===== src/bfpm_pkg.sv =====
// bfpm_pkg: shared widths, codes and types for the best-fit pool matcher
// depends on nothing; imported by bfpm_cell, best_fit_pool_matcher and the bench
package bfpm_pkg;

  // pool depth, valid range 2 .. 127 so the fill count fits pool_fill
  localparam int POOL_DEPTH = 64;
  localparam int AMT_W = 31;
  localparam int TOTAL_W = 16;
  localparam int POOL_FILL_W = 7;
  localparam int FILL_CNT_W = $clog2(POOL_DEPTH + 1);

  localparam logic [TOTAL_W-1:0] TOTAL_MAX = '1;

  typedef enum logic [1:0] {
    MODE_CLEAR   = 2'd0,
    MODE_ADD     = 2'd1,
    MODE_REQUEST = 2'd2
  } mode_t;

  typedef enum logic [1:0] {
    STAT_OK   = 2'd0,
    STAT_MISS = 2'd1,
    STAT_FULL = 2'd2
  } status_t;

  // broadcast from the top level to every cell
  typedef struct packed {
    logic ins;
    logic rem;
    logic clr;
  } bfpm_ctrl_t;

endpackage


===== src/bfpm_cell.sv =====
// bfpm_cell: one slot of the sorted capacity chain
// holds one value and its occupied flag; trades values with both neighbors
// depends on bfpm_pkg
module bfpm_cell
  import bfpm_pkg::*;
(
  input  logic             clk,
  input  logic             rst,
  input  bfpm_ctrl_t       ctrl,
  input  logic [AMT_W-1:0] amount,
  input  logic [AMT_W-1:0] prev_val,
  input  logic             prev_occ,
  input  logic             prev_le,
  input  logic             prev_ge,
  input  logic [AMT_W-1:0] next_val,
  input  logic             next_occ,
  output logic [AMT_W-1:0] val,
  output logic             occ,
  output logic             le,
  output logic             ge,
  output logic [AMT_W-1:0] pick
);

  logic [AMT_W-1:0] val_next;
  logic             occ_next;

  assign le = occ && (val <= amount);
  assign ge = occ && (val >= amount);
  // first cell that fits offers its value for the match
  assign pick = (ge && !prev_ge) ? val : '0;

  always_comb begin
    val_next = val;
    occ_next = occ;
    if (ctrl.clr) begin
      occ_next = 1'b0;
    end else if (ctrl.ins) begin
      occ_next = prev_occ;
      if (!le) begin
        val_next = prev_le ? amount : prev_val;
      end
    end else if (ctrl.rem) begin
      occ_next = next_occ;
      if (ge || !occ) begin
        val_next = next_val;
      end
    end
  end

  always_ff @(posedge clk) begin
    if (rst) begin
      occ <= 1'b0;
    end else begin
      occ <= occ_next;
    end
  end

  always_ff @(posedge clk) begin
    val <= val_next;
  end

endmodule


===== config.mk =====
export PLATFORM = sky130hd
export DESIGN_NAME = bfpm_cell
export DESIGN_NICKNAME = d
export VERILOG_FILES = /design/src/bfpm_pkg.sv /design/src/bfpm_cell.sv
export SDC_FILE = /design/constraint.sdc
export NUM_CORES = 1
export LEC_CHECK = 0
export BUFFER_PORTS_ARGS = -buffer_cell sky130_fd_sc_hd__buf_4
export CELL_PAD_IN_SITES_DETAIL_PLACEMENT = 0
export CELL_PAD_IN_SITES_GLOBAL_PLACEMENT = 1
export CORE_MARGIN = 5
export CORE_UTILIZATION = 31
export DETAILED_ROUTE_END_ITERATION = 10
export PLACE_DENSITY = 0.86
export SETUP_SLACK_MARGIN = 0.3
export SYNTH_ARGS = -nofsm -noshare
export SYNTH_HDL_FRONTEND = slang
export SYNTH_SLANG_ARGS = --single-unit

===== constraint.sdc =====
create_clock -name clk -period 5.72 [get_ports clk]
set_clock_uncertainty 0.15 [all_clocks]
set_input_delay 1.716 -clock clk [delete_from_list [all_inputs] [get_ports clk]]
set_output_delay 1.716 -clock clk [all_outputs]
set_load 0.03 [all_outputs]

# Word-level counts from Yosys, hierarchy flattened
# Cells that the tools add are included.
# totals
ff_bits,32
word_cells,24
# classes
order_cmp,2
n_eq_ne,1
muxes,8
bitwise,1
n_reduce_logical,10
# op_table
op,n
$mux 31,6
$ge 31x31->1,1
$le 31x31->1,1
$reduce_and 4->1,1
$reduce_bool 2->1,2
$logic_and 1x1->1,3
$logic_not 1->1,2
$mux 1,2
$ne 2x2->1 const B,1
$reduce_or 2->1,1
$logic_or 1x1->1,1
$not 1->1,1

# Longest topological paths before layout
# Gate-level depths: netlist of run 1.
# depth
depth_word,6
depth_mapped,8

# Worst setup path after synthesis of run 1
# No wires, ideal clock.
# synth_path
path_type,input-to-output
start,input amount[14]
end,output ge
t_arrival_ns,3.603
required_ns,3.854
slack_ns,0.251
stages,7
path_cell_list,inv_1 ha_1 nand4_1 or4_1 nand2b_1 o31ai_2 a21boi_0
# synth_via
elab_chain_len,2
# synth_lines
element,line_no,rtl
start: declaration,bfpm_cell.sv:10,"input logic [AMT_W-1:0] amount,"
$ge 31x31->1,bfpm_cell.sv:28,assign ge = occ && (val >= amount);
$logic_and 1x1->1,bfpm_cell.sv:28,
end: declaration,bfpm_cell.sv:20,"output logic ge,"
# No other way between the ends.

# Worst setup path after layout of run 1
# layout_path
start,input amount[5]
end,output pick[21]
# layout_via
elab_chain_len,4
# layout_lines
element,line_no,rtl
$ge 31x31->1,bfpm_cell.sv:28,
$logic_and 1x1->1,bfpm_cell.sv:28,
$logic_and 1x1->1,bfpm_cell.sv:30,assign pick = (ge && !prev_ge) ? val : '0;
$mux 31,bfpm_cell.sv:30,
end: declaration,bfpm_cell.sv:21,output logic [AMT_W-1:0] pick
# No other way between the ends.

==> results.md, run 1 <==
- # setup viols final: 0
- Critical path startpoint category: primary input
- Flop pwr share: 36.0%
- Syn nets: 460
- Clk_lat worst skew: 280 ps
- Status: complete, no violations
- Final Hold Fails: 0
- Per-cell routed wire length: 18.5 um
- Root buffer cell: clkbuf_8
- Critical path arrival: 3620 ps
- RSZ-0062 raised after global routing: yes
- Row cnt: 34
- Die height: 105 um
- CTS buffer count: 5
- Clock Power Share: 20.8%
- Fin util: 62.0%
- Synth cell types: 39
- Combinational power share: 43.2%
- TritonCTS Sinks: 32
- Design area: 5430 sq um
- Fin crit share: 95.9%
- Fin. max-slew vios: 0
- HP Class: reg2reg
- Net Sw Frac: 34.8%
- Mapped Avg Cell Area: 8.60 sq um
- Fmax: 0.182 GHz
- Worst Setup End Kind: primary output
- Largest area contributor in the netlist: edfxtp_1
- GR Util All Layers: 17.5%
- Number of synthesized flops with an enable pin: 31
- Routed vias/inst: 5.02
- First-pass GRT wire length: 15,800 um
- Area share of the largest cell type after synthesis: 33.1%
- Nets: 641
- Grt total ovfl: 0
- Worst Path Required: 3850 ps
- Setup TNS Final: 0 ps
- Pin count of the biggest net entering global routing: 67
- DRC violations left: 0
- Max-cap violations: 0
- Core Footprint: 8760 sq um
- Filler instances: 741
- Slew headroom: 56.3%
- Placer Congestion: 0.775
- Synth async-reset ratio: 0%
- Commonest non-fill, non-tap cell in the layout: buf_4
- Dominant cells by area after synthesis: edfxtp_1 33%, ha_1 14%, a21oi_1 12%
- Initial antenna violation count: 0
- Number of synthesis warnings: 0
- Worst Tran Pin Value: 656 ps
- Ant. Diodes: 0
- Clock tree from TritonCTS: done
- Placed Area: 4220 sq um
- Post-Synthesis Cell Area: 2810 sq um
- Post-DP HPWL: 7570 um
- Worst vdd ir: 0.0737 mV
- Crit path time final: 5480 ps
- Clk slew on worst S/H paths: 70 ps
- Die Footprint: 11,100 sq um
- Vias: 3,099
- Die width: 105 um
- Drt initial violations: 52
- Cells after DPL: 588
- Vias in the first global route: 3,061
- Synth Instances: 327
- Share of cells above drive strength 1: 56.6%
- CTS H-tree lvls: 2
- LEAKAGE: 2.31 nW
- Crit Path Max Fanout: 5
- # IOs: 167
- Seq cells post-synth: 32
- Clock tree buffer depth: 2
- Switching Power: 292 uW
- Port bufs: 166
- Setup CP Type: in2out
- Post-Layout Cell Count: 617
- Routed wire length: 11,400 um
- Post-synth top flop: edfxtp_1
- Initial Util: 32.1%
- P_int: 547 uW
- Seq/Total Area, Yosys: 33.8%
- Power per cell area: 154 nW/um^2
- DRT antenna net count: 0
- Commonest cells after routing, fill and taps aside: 135 x buf_4, 43 x buf_6, 39 x a21oi_1
- Synth-to-layout area growth: 93.1%
- DRT Pass-1 Iters: 4
## layout make-up
class	instances	area, sq um	area share [%]
Clock buffer	7	76.3	1.41
Clock inverter	1	3.75	0.0691
Tap cell	108	135	2.49
Timing Repair Buffer	194	1830	33.7
Inverter	31	131	2.42
Multi-Input combinational cell	244	2300	42.4
Sequential cell	32	951	17.5
## cells by family (layout without fill, tap and decap cells)
logic type	Yosys count	count (layout)	share of synthesized area (%)
AND/OR/NAND/NOR	89	89	13.8
multiplexers	32	32	11.4
flip-flops	32	32	33.8
buffers and inverters	51	233	7.79
adder cells (fa/ha/maj)	31	31	13.8
AO/OA/AOI/OAI	92	92	19.4
## sequential cells by signal (all words and copies together), names as in the netlist
register and flops:
val 31, occ 1
## layer usage
metal,up-vias,GRT usage (%),routed length (um)
met4,0,4.02,128
met3,9,4.34,727
met1,1453,21.8,4600
met2,105,30.4,5940
li1,1532,-,-
met5,-,0,0
## stage by stage
step,worst slack [ps],total power [mW],hold WS (ps)
after floorplan,271,0.447,679
after CTS,269,0.791,678
after global routing,171,0.885,684
final,235,0.838,655
after detailed placement,114,0.566,658
after global placement,158,0.560,664
## power groups by stage
stage	combinational, mW	clock [mW]	sequential (mW)
floorplan	0.117	0	0.330
global placement	0.260	0	0.300
detailed placement	0.265	0	0.301
CTS	0.313	0.181	0.298
global route	0.391	0.190	0.304
finish	0.362	0.174	0.302
## synthesized netlist by cell type, drive strengths merged (2+ instances only)
library cell / instances
nand2: 34
mux2i: 32
and3: 2
a21oi: 73
nor3: 2
edfxtp: 31
inv: 31
ha: 31
clkbuf: 10
nand4: 5
nor2: 37
o21ai: 3
and4: 2
a21o: 3
a211oi: 2
buf: 10
nand3: 3
## critical path, stage by stage
cell and delay, ps:
buf_4 80, inv_1 60, ha_4 270, nand4_1 180, or4_4 500, nand2b_4 100
o31ai_4 60, buf_6 160, clkbuf_16 170, a21oi_2 160, buf_6 150
## path summary, 6_finish.rpt
kind | end | start | cells past startpoint | slack [ps]
hold / removal | val[21] | occ | 1 | 660
hold reg to reg | val[21] | occ | 1 | 660
setup / recovery | pick[21] | amount[5] | 11 | 240
setup reg to reg | val[27] | val[13] | 10 | 2470
## timing repair
action,4_1_cts,5_1_grt
gates cloned,3,5
hold buffers,0,0
setup buffers,7,6
setup endpoints to repair,33,33
gates resized for setup,56,114
pin swaps,17,39
Note: power is estimated with default switching activity, not from simulation.
==> run 2: changes to the inputs <==
==> constraint.sdc (replaced) <==
create_clock -name clk -period 5.69 [get_ports clk]
set_clock_uncertainty 0.15 [all_clocks]
set_input_delay 1.707 -clock clk [delete_from_list [all_inputs] [get_ports clk]]
set_output_delay 1.707 -clock clk [all_outputs]
set_load 0.03 [all_outputs]
==> run 2 against run 1 <==
Compared with the run above:
- global-route usage fell by 0.62 points
- critical path depth did not move
- first-iteration DRC count is 110% higher
- flip-flop and latch count did not move
==> results.md, run 2 (synthesized netlist as in run 1, its figures left out) <==
- Crit-path most repeated cell: buf_4
- Clock tree from TritonCTS: done
- First-pass GRT wire length: 15,200 um
- Top delay family on crit path: simple AND/OR/NAND/NOR gates
- Share of cells above drive strength 1: 51.1%
- Worst Tran Pin Value: 650 ps
- CTS buffer count: 5
- GR Util All Layers: 16.9%
- Routed wire length: 10,100 um
- Crit path time final: 5440 ps
- Post-DP HPWL: 7480 um
- Worst vdd ir: 0.0845 mV
- Drt initial violations: 109
- Commonest cells after routing, fill and taps aside: 154 x buf_4, 50 x a21oi_1, 36 x nor2_1
- Port bufs: 166
- Nets: 629
- Final hold slack: 669 ps
- Worst Path Required: 3830 ps
- Fmax: 0.184 GHz
- Critical path arrival: 3590 ps
- Status: complete, no violations
- TritonCTS Sinks: 32
- Top flop regs: val (31), occ (1)
- Internal reg-to-reg setup slack: 2650 ps
- Vias: 3,014
- Routed vias/inst: 4.98
- DRT antenna net count: 0
- Max-cap violations: 0
- # setup viols final: 0
- Worst Setup End Kind: primary output
- Fin. max-slew vios: 0
- Initial antenna violation count: 0
- Most flops, register: val
- Die Footprint: 11,100 sq um
- Setup CP Type: in2out
- Clk_lat worst skew: 280 ps
- Row cnt: 34
- HP Class: reg2reg
- Fin util: 55.4%
- Ant. Diodes: 0
- Die width: 105 um
- CP Buf/Inv Count: 5
- Power per cell area: 163 nW/um^2
- Initial Util: 32.1%
- Clk slew on worst S/H paths: 70 ps
- Crit path cell chain: buf_8 -> inv_4 -> ha_4 -> nand4_1 -> or4_4 -> nand2b_4 -> o31ai_4 -> buf_4 -> buf_6 -> a21oi_1 -> buf_4
- DRC violations left: 0
- Max FFs per register: 31
- CP max-delay cell: or4_4
- Grt total ovfl: 0
- Setup TNS Final: 0 ps
- Clock tree buffer depth: 2
- Fin crit share: 95.7%
- Die height: 105 um
- # IOs: 167
- Post-Layout Cell Count: 605
- DRT Pass-1 Iters: 4
- RSZ-0062 raised after global routing: yes
- LEAKAGE: 2.18 nW
- Slew headroom: 56.7%
- Crit path largest cell delay: 550 ps
- Cells after DPL: 588
- Critical path startpoint category: primary input
- Vias in the first global route: 3,022
- Pin count of the biggest net entering global routing: 67
- Per-cell routed wire length: 16.7 um
- Crit Path Max Fanout: 6
- Placer Congestion: 0.812
- Synth-to-layout area growth: 72.6%
- Root buffer cell: clkbuf_8
- CTS H-tree lvls: 2
- Commonest non-fill, non-tap cell in the layout: buf_4
- Final Hold Fails: 0
- Core Footprint: 8760 sq um
==> run 2: changes by cell type in the layout (fill, tap and decap cells not counted), moves of 6 or more <==
cell | before | now
buf_6 | 43 | 20
a21oi_4 | 26 | 5
buf_4 | 135 | 154
a21oi_1 | 39 | 50
a21oi_2 | 8 | 18
ha_1 | 8 | 14
ha_4 | 23 | 17
==> run 2: through the flow <==
step / setup WS [ps] / total power, mW / area, sq um
floorplan: 259 / 0.449 / 2840
global placement: 104 / 0.562 / 4220
detailed placement: 88.1 / 0.568 / 4220
CTS: 233 / 0.778 / 4540
global route: 190 / 0.841 / 4850
finish: 245 / 0.790 / 4850
==> run 2: what timing repair did <==
item / 4_1_cts / 5_1_grt
endpoints found under the setup margin: 33 / 33
pin swaps: 16 / 17
cloned: 2 / 1
hold buffers: 0 / 0
gates resized for setup: 33 / 58
setup buffers: 3 / 3
==> run 2: final timing paths <==
check	from	end	cells after the start
worst min register to register	occ	val[29]	1
worst max-delay path	amount[6]	pick[14]	11
worst min-delay path	occ	val[29]	1
worst max register to register	val[4]	val[26]	8
==> run 2: area by class of cell <==
type                            instances  area [sq um]
Clock buffer                            7          76.3
Clock inverter                          1          3.75
Timing Repair Buffer                  182          1540
Sequential cell                        32           951
Multi-Input combinational cell        244          2020
Tap cell                              108           135
Fill cell                             798          3910
Inverter                               31           129
==> run 2: power breakdown <==
group / internal [mW] / leakage, nW / total [mW] / switching (mW)
Sequential: 0.282 / 0.301 / 0.301 / 0.0192
Clock: 0.0852 / 0.0399 / 0.170 / 0.0844
Combinational: 0.160 / 1.84 / 0.319 / 0.159
==> run 2: metal layers <==
metal | part of all wire [%] | global-route usage, % | vias to the layer above
li1 | - | - | 1504
met1 | 42 | 20.8 | 1398
met2 | 50 | 29.4 | 108
met3 | 7.4 | 4.52 | 4
met4 | 0.62 | 3.56 | 0
met5 | 0 | 0 | -
==> run 2: worst reg2reg max path, cell delays in order, from the launching register on <==
cell,delay (ps)
edfxtp_1,460
ha_4,310
nand4_1,150
or4_4,550
nand2b_4,100
o31ai_4,70
buf_12,190
a31oi_4,270
buf_4,430
==> run 3: changes to the inputs <==
--- a/config.mk
+++ b/config.mk
@@ -5,7 +5,7 @@
 export SDC_FILE = /design/constraint.sdc
 export NUM_CORES = 1
 export LEC_CHECK = 0
-export BUFFER_PORTS_ARGS = -buffer_cell sky130_fd_sc_hd__buf_4
+export BUFFER_PORTS_ARGS = -buffer_cell sky130_fd_sc_hd__buf_2
 export CELL_PAD_IN_SITES_DETAIL_PLACEMENT = 0
 export CELL_PAD_IN_SITES_GLOBAL_PLACEMENT = 1
 export CORE_MARGIN = 5
==> run 3 against run 2 <==
Compared with the run above:
- clock power up 4%
- combinational power up 6.3%
- routed wire length up 6.4%
- core utilization up 2.7 points
- count of clock-buffer cells in the layout unchanged
- largest power group unchanged
- critical endpoint is now le
- first-iteration DRC count down 0.92%
==> results.md, run 3 (synthesized netlist as in run 1, its figures left out) <==
- Commonest non-fill, non-tap cell in the layout: buf_2
- Worst Setup End Kind: primary output
- Crit path largest cell delay: 330 ps
- Hold buffer count at CTS: 0
- Fmax: 0.181 GHz
- Reg2reg path depth: 10
- Vias: 3,154
- Root buffer cell: clkbuf_8
- Initial Util: 32.1%
- Routed wire length: 10,800 um
- LEAKAGE: 2.19 nW
- First-pass GRT wire length: 16,500 um
- Ant. Diodes: 0
- CP max-delay cell: a221o_1
- Status: complete, no violations
- HP Class: reg2reg
- RR Startpoint: val[13]
- Placer Congestion: 0.791
- Crit-path most repeated cell: buf_6
- Max-cap violations: 0
- Commonest cells after routing, fill and taps aside: 119 x buf_2, 49 x buf_6, 39 x a21oi_1
- DRT Pass-1 Iters: 4
- Top flop regs: val (31), occ (1)
- Reg2Reg Capture Point: val[0]
- Die width: 105 um
- Initial antenna violation count: 0
- Per-cell routed wire length: 17.4 um
- Setup WS pre-CTS: 53.8 ps
- Worst Tran Pin Value: 984 ps
- Critical path arrival: 3670 ps
- Setup CP Type: in2out
- Row cnt: 34
- DRC violations left: 0
- Worst vdd ir: 0.0803 mV
- Worst Path Required: 3830 ps
- Clock tree from TritonCTS: done
- Share of cells above drive strength 1: 56.9%
- Drt initial violations: 108
- Crit path time final: 5530 ps
- Clock tree buffer depth: 2
- Die Footprint: 11,100 sq um
- Synth-to-layout area growth: 81.0%
- Critical path startpoint category: primary input
- HP Start: occ
- DRT antenna net count: 0
- Die height: 105 um
- Setup crit start: amount[29]
- Nets: 642
- RSZ-0062 raised after global routing: yes
- Final WS setup: 165 ps
- Clk slew on worst S/H paths: 70 ps
- Slew headroom: 34.4%
- Most flops, register: val
- CTS H-tree lvls: 2
- Setup TNS Final: 0 ps
- Clk_lat worst skew: 290 ps
- Power per cell area: 161 nW/um^2
- Fin crit share: 97.1%
- Critical Path End: le
- # IOs: 167
- Core Footprint: 8760 sq um
- Grt total ovfl: 0
- TritonCTS Sinks: 32
- Internal reg-to-reg setup slack: 2320 ps
- Port bufs: 166
- # setup viols final: 0
- Crit Path Max Fanout: 7
- Crit path cell chain: buf_8 -> inv_4 -> ha_4 -> and4_4 -> and3_4 -> a221o_1 -> a211oi_4 -> buf_6 -> buf_6 -> buf_12 -> o211a_1 -> buf_6
- Fin. max-slew vios: 0
- Vias in the first global route: 3,303
- GR Util All Layers: 18.0%
- Pin count of the biggest net entering global routing: 35
- Post-DP HPWL: 7500 um
- Routed vias/inst: 5.10
- Final Hold Fails: 0
- Max FFs per register: 31
- CTS buffer count: 5
==> run 3: cell count changes in the layout (fill, tap and decap cells not counted), sizes merged <==
cell,previous run,this run
buf,181,194
clkbuf,7,8
bufbuf,1,0
==> run 3: what timing repair did <==
action	CTS	global route
setup buffers	11	4
gates cloned	4	2
setup endpoints to repair	33	33
gates resized for setup	117	84
pin swaps	21	21
==> run 3: layout make-up <==
class | count | area (sq um)
fill | 759 | 3670
multi-input combinational | 244 | 2280
timing repair buffer | 195 | 1520
sequential | 32 | 951
tap | 108 | 135
inverter | 31 | 126
clock buffer | 7 | 76.3
clock inverter | 1 | 3.75
==> run 3: report_power, final <==
part / switching (mW) / internal (mW)
clock: 0.0915 / 0.0854
combinational: 0.180 / 0.160
sequential: 0.0199 / 0.282
==> run 3: worst min path at each step <==
stage | to | slack, ps | cells after the start
after floorplan | occ | 680 | 4
after global placement | occ | 660 | 4
after detailed placement | occ | 690 | 4
after CTS | occ | 700 | 4
after global routing | occ | 800 | 4
final | occ | 720 | 4
==> run 3: metrics by stage <==
step / hold WS, ps / cells / power [mW] / instance area (sq um) / utilization, %
floorplan: 679 / 327 / 0.449 / 2840 / -
global placement: 659 / 589 / 0.534 / 3820 / 43.5
detailed placement: 688 / 589 / 0.540 / 3820 / 43.5
CTS: 704 / 612 / 0.790 / 4580 / 52.3
global route: 796 / 618 / 0.865 / 5090 / 58.1
finish: 722 / 618 / 0.818 / 5090 / 58.1
==> run 3: critical path, delay by kind of cell <==
family,cells,cell delay [ps]
AND/OR/NAND/NOR,2,350
adder cells (fa/ha/maj),1,190
AO/OA/AOI/OAI,3,730
buffers and inverters,6,670
==> run 3: per-layer routing <==
| layer | wire (um) | GRT usage (%) |
|---|---|---|
| met5 | 0 | 0 |
| met4 | 167 | 4.75 |
| met3 | 701 | 4.46 |
| met2 | 5530 | 31.1 |
| met1 | 4370 | 22.4 |
